$ cat src/rtl/assert_macros.svh
// Assertion macros shared by the RTL files
`ifndef ASSERT_MACROS_SVH
`define ASSERT_MACROS_SVH
`ifndef SYNTH
`define ASSERT_IMPLIES(label, clk, rst_n, pre, post) \
    label: assert property (@(posedge clk) disable iff (!rst_n) (pre) |-> (post)) \
        else $error("assertion failed");
`define ASSERT_NEXT(label, clk, rst_n, pre, post) \
    label: assert property (@(posedge clk) disable iff (!rst_n) (pre) |=> (post)) \
        else $error("assertion failed");
`else
`define ASSERT_IMPLIES(label, clk, rst_n, pre, post)
`define ASSERT_NEXT(label, clk, rst_n, pre, post)
`endif
`endif

$ cat src/rtl/obf_pkg.sv
`timescale 1ns / 1ps
package obf_pkg;
    localparam int PI_Q       = 205887;
    localparam int HALF_PI_Q  = 102944;
    localparam int INV_GAIN   = 39797;
    localparam int ATAN_DEPTH = 24;

    typedef enum logic [2:0] {
        ST_IDLE,
        ST_CORDIC,
        ST_PROJ,
        ST_CENTRE,
        ST_DIV,
        ST_OUT
    } t_state;

    // controller to datapath
    typedef struct packed {
        logic load_point;
        logic cordic_init;
        logic cordic_step;
        logic proj_calc;
        logic accum;
        logic centre_calc;
        logic div_init;
        logic div_step;
        logic out_load;
    } t_cmd;

    // datapath to controller
    typedef struct packed {
        logic first;
        logic cordic_done;
        logic div_done;
    } t_status;

    function automatic logic [16:0] atan_q16(input logic [4:0] i);
        case (i)
            5'd0:  atan_q16 = 17'd51472;
            5'd1:  atan_q16 = 17'd30385;
            5'd2:  atan_q16 = 17'd16055;
            5'd3:  atan_q16 = 17'd8150;
            5'd4:  atan_q16 = 17'd4091;
            5'd5:  atan_q16 = 17'd2047;
            5'd6:  atan_q16 = 17'd1024;
            5'd7:  atan_q16 = 17'd512;
            5'd8:  atan_q16 = 17'd256;
            5'd9:  atan_q16 = 17'd128;
            5'd10: atan_q16 = 17'd64;
            5'd11: atan_q16 = 17'd32;
            5'd12: atan_q16 = 17'd16;
            5'd13: atan_q16 = 17'd8;
            5'd14: atan_q16 = 17'd4;
            5'd15: atan_q16 = 17'd2;
            5'd16: atan_q16 = 17'd1;
            default: atan_q16 = 17'd0;
        endcase
    endfunction
endpackage

$ cat src/rtl/obf_ctrl.sv
`timescale 1ns / 1ps
`include "assert_macros.svh"
module obf_ctrl (
    input  logic             i_clk,
    input  logic             i_rst_n,
    input  logic             i_in_valid,
    input  logic             i_in_last,
    input  logic             i_out_free,
    input  obf_pkg::t_status i_status,
    output logic             o_in_ready,
    output obf_pkg::t_cmd    o_cmd
);
    import obf_pkg::*;

    t_state r_state, n_state;
    logic   r_last, n_last;

    // next state
    always_comb begin
        n_state = r_state;
        n_last  = r_last;
        case (r_state)
            ST_IDLE: begin
                if (i_in_valid) begin
                    n_last  = i_in_last;
                    n_state = i_status.first ? ST_CORDIC : ST_PROJ;
                end
            end
            ST_CORDIC: if (i_status.cordic_done) n_state = ST_PROJ;
            ST_PROJ:   n_state = r_last ? ST_CENTRE : ST_IDLE;
            ST_CENTRE: n_state = ST_DIV;
            ST_DIV:    if (i_status.div_done) n_state = ST_OUT;
            ST_OUT:    if (i_out_free) n_state = ST_IDLE;
            default:   n_state = ST_IDLE;
        endcase
    end

    // outputs
    always_comb begin
        o_cmd      = '0;
        o_in_ready = 1'b0;
        case (r_state)
            ST_IDLE: begin
                o_in_ready        = 1'b1;
                o_cmd.load_point  = i_in_valid;
                o_cmd.cordic_init = i_in_valid & i_status.first;
            end
            ST_CORDIC: o_cmd.cordic_step = 1'b1;
            ST_PROJ:   begin
                o_cmd.proj_calc = 1'b1;
            end
            ST_CENTRE: begin
                o_cmd.accum       = 1'b1;
                o_cmd.centre_calc = 1'b1;
                o_cmd.div_init    = 1'b1;
            end
            ST_DIV:    o_cmd.div_step = 1'b1;
            ST_OUT:    o_cmd.out_load = i_out_free;
            default:   o_cmd = '0;
        endcase
    end

    always_ff @(posedge i_clk) begin
        if (!i_rst_n) begin
            r_state <= ST_IDLE;
            r_last  <= 1'b0;
        end else begin
            r_state <= n_state;
            r_last  <= n_last;
        end
    end

    `ASSERT_IMPLIES(a_ready_idle, i_clk, i_rst_n, o_in_ready, r_state == ST_IDLE)
    `ASSERT_NEXT(a_cordic_to_proj, i_clk, i_rst_n,
        r_state == ST_CORDIC && i_status.cordic_done, r_state == ST_PROJ)
    `ASSERT_IMPLIES(a_out_only_free, i_clk, i_rst_n, o_cmd.out_load, i_out_free)
endmodule

$ cat config.mk
export PLATFORM = sky130hd
export DESIGN_NAME = obf_ctrl
export DESIGN_NICKNAME = d
export VERILOG_FILES = /design/src/rtl/obf_pkg.sv /design/src/rtl/obf_ctrl.sv
export VERILOG_INCLUDE_DIRS = /design/src /design/src/rtl
export SDC_FILE = /design/constraint.sdc
export NUM_CORES = 1
export LEC_CHECK = 0
export ABC_AREA = 1
export BUFFER_PORTS_ARGS = -buffer_cell sky130_fd_sc_hd__buf_2
export CAP_MARGIN = 10
export CORE_AREA = 10 10 47 49
export DETAILED_ROUTE_END_ITERATION = 7
export DIE_AREA = 0 0 57 59
export GPL_ROUTABILITY_DRIVEN = 0
export MAX_ROUTING_LAYER = met4
export PLACE_DENSITY = 0.53
export SLEW_MARGIN = 0
export SYNTH_ARGS = -nofsm -noshare
export SYNTH_HDL_FRONTEND = slang
export SYNTH_SLANG_ARGS = --single-unit
export TNS_END_PERCENT = 10
$ cat constraint.sdc
create_clock -name i_clk -period 1.5 [get_ports i_clk]
set_clock_uncertainty 0.15 [all_clocks]
set_input_delay 0.3 -clock i_clk [delete_from_list [all_inputs] [get_ports i_clk]]
set_output_delay 0.3 -clock i_clk [all_outputs]
set_load 0.01 [all_outputs]
# After elaboration in Yosys (flattened, before gate mapping)
# Cells that the tools add are included.
[op_classes]
n_reduce_logical = 3
n_eq_ne = 9
bitwise = 1
n_mux = 14
[ops]
columns = ["cell", "n"]
rows = [
  ["3-bit case mux with 6 select lines", 1],
  ["3-bit two-way mux", 5],
  ["2-bit inequality test, second input constant", 4],
  ["3-bit by 2-bit == test with 1-bit output, second input constant", 2],
  ["3-bit == test, second input constant", 2],
  ["2-bit two-way mux", 3],
  ["1-bit two-way mux", 5],
  ["4-bit AND reduction", 1],
  ["3-bit by 1-bit == test with 1-bit output, second input constant", 1],
  ["3-bit zero test", 1],
  ["2-bit AND reduction", 1],
  ["1-bit AND", 1],
]
[word_totals]
wordCells = 29
ff_bits = 4
out_inout_bits = 10
in_bits = 8

# Longest topological paths before layout
[depth]
word_depth = 3
mapped_depth = 8
ltp_nobuf = 8

# Least setup slack after synthesis
# No wires, ideal clock.
[synth_path]
path_kind = "register to output"
start = "register r_state[2]"
end = "output o_cmd[3] in the netlist's numbering"
slack_ns = 0.096
arrival_time_ns = 0.954
required_time_ns = 1.050
path_stages_with_launch = 6
n_path_buf = 2
cell_sequence = "dfxtp_1 -> buf_4 -> inv_2 -> nand2_1 -> nor2_1 -> buf_4"
[synth_rtl]
columns = ["item", "line", "source"]
rows = [
  ["start: declaration", "obf_ctrl.sv:15", "t_state r_state, n_state;"],
  ["start signal: assignment", "obf_ctrl.sv:68", "r_state <= n_state;"],
  ["end: declaration", "obf_ctrl.sv:11", "output obf_pkg::t_cmd o_cmd"],
]

==> reports/results.ini <==
[worst_setup_path]
required_ns=1.05
arrival_ns=1.07
reg2reg_from=r_state[1]
crit_type=register to output port
max_stage_delay_ns=0.37
start_kind=register
crit_chain=buf_4 > nand3_1 > nor2_1 > buf_2
critPathSlowestCell=dfxtp_2
setup.worst_path.start=r_state[2]
cp_max_fo=5
end_kind=output port

[floorplanning]
start_util=0.241
chipWidth_microns=57
die_area_sq_mm=0.00336
io_pins=18
core-area_sq_mm=0.00140
core.rowCount=14
die_h_microns=59

[clock_network]
cts_sinks=4
hold_buffers=0
cts_tree=yes
htree_levels=1
cts_buffers=3
root_buffer=clkbuf_4
clk_pin_slew_ns=0.04
cts_buffer_depth=2
clock_latency_ns=0.23

[global_routing]
antenna_found_initial=0
grt_pass1_wl_mm=1.83
grt_util_all_layers=0.0688
grt_pass1_vias=479
grt_start_max_net_pins=7
grt_overflow=0

[sta]
setup_viol=3
setup_slack_ns=-0.0164
max_slew.worst_pin.slew_ns=0.191
rsz0062_at_grt=true
whs_ns=0.173
hold_violations=0
fmaxAchievable_mhz=659
period_needed_ns=1.52
drv_slew=0
slew_headroom=0.871
post-route-period-util=1.01
fin_setup_tns_ns=-0.0435

[pwr]
intPower_w=0.000646
design_power_total_w=0.00120
pwr-share-comb=0.696
power_leakage_nw=0.303
p_clk_frac=0.110
p_seq_frac=0.194
power_density_mw_per_mm2=2210
switchingPower_w=0.000556
irDropWorstVdd_mv=1.07
switching_share=0.463

[final_layout]
multi_input_area_sq_um=213
area_delta_synth_final_pct=60.7
final_common_cell=buf_2
final_cells=99
layout.nets=93
drive_gt1_frac=0.554
layout_common_cells=buf_2 (16), nor2_1 (9), inv_1 (8)
diodes=0
nFillCells=161
utilization=0.388
final-seq-area_sq_um=88.8

[yosys]
synth_compound_area_frac=0.115
yosysWarnings=0
syn-num-nets=67
synth_top_area_frac=0.237
synth_adder_area_share=0
synth_cell_types=16
muxShareOfSynthArea=0
synth_simple_gate_area_share=0.437
avgSynthCellArea_sq_um=5.73
syn_area_sq_um=338
ys_seq_elements=4
synth_xor_area_frac=0
synth_top_family_by_area=simple AND/OR/NAND/NOR gates
yosysSeqAreaShare=0.237
synth.area.top_cells=dfxtp_1 (24%), nor2_1 (11%), inv_1 (10%), nand2_1 (8.9%), buf_4 (6.7%)
synth_largest_area_cell=dfxtp_1
netlist_instances=59

[min_path]
hp-class=primary input to register
hp-start=i_rst_n

[status]
status=complete, but fails checks
violations=negative setup slack

[drt]
drt_iter0_markers=9
firstDrtPassIters=4
wl_mm=1.06
vias_per_cell=4.46
via_count=442
wl_per_cell_microns=10.7
ant_nets=0
drcViolationCount=0

[placed_design]
io_buffers=17
dp_hpwl_microns=829
placedCellCount=90

[run]
cap_violations=0

## Yosys cell counts (all sizes together)
cell type	n
inv	13
nor2	13
nand2	10
o21ai	5
dfxtp	4
nand3	4
buf	3
nor3	3
a21oi	2
nand3b	1
nand4	1
## metal layers
metal	up-vias	share of wire	global-route usage
li1	229	-	-
met1	203	0.36	0.0592
met2	8	0.58	0.122
met3	2	0.045	0.0172
met4	0	0.010	0.0604
met5	-	0	-
## sequential cells by signal (all words and copies together) (netlist names)
signal   flops
r_state      3
r_last       1
## metrics by stage
stage          setup WS, ns  instance area [sq um]
2_1_floorplan        0.0963                    338
3_3_place_gp          0.119                    428
3_5_place_dp         0.0828                    428
4_1_cts             -0.0163                    514
5_1_grt             -0.0879                    543
6_report            -0.0164                    543
## final timing paths
kind	end	slack, ns	depth (start not counted)
max reg2reg	r_last	0.04	9
min	r_last	0.17	3
min reg2reg	r_last	0.33	2
max	o_cmd[0]	-0.02	4
## power by group through the flow
stage	Sequential, W	Combinational [W]	Clock (W)
floorplan	0.000185	0.000459	0
global placement	0.000202	0.000612	0
detailed placement	0.000205	0.000609	0
CTS	0.000223	0.000772	0.000139
global route	0.000240	0.000956	0.000140
finish	0.000234	0.000836	0.000132
## layout make-up
cell class | count | area share
multi-input cells | 39 | 0.392
repair buffers | 24 | 0.272
flip-flops and latches | 4 | 0.164
inverters | 13 | 0.0945
clock buffers | 3 | 0.0415
well taps | 16 | 0.0369
## worst max-delay path: cells and delay by family (launching register included)
family | cells | cell delay (ns)
simple gates | 2 | 0.18
buf+inv | 2 | 0.28
flops | 1 | 0.37
## cells by family (layout without fill, tap and decap cells)
family	after synthesis	in the layout
buffers and inverters	16	40
AOI/OAI and AO/OA	7	7
and+or+nand+nor	32	32
DFF	4	4
## repair_timing
action                     CTS  global route
buffers inserted             6             0
gates cloned                 0             0
gates resized for setup      7             9
setup endpoints to repair    9             9
pin swaps                    2             2
Note: power is estimated with default switching activity, not from simulation.
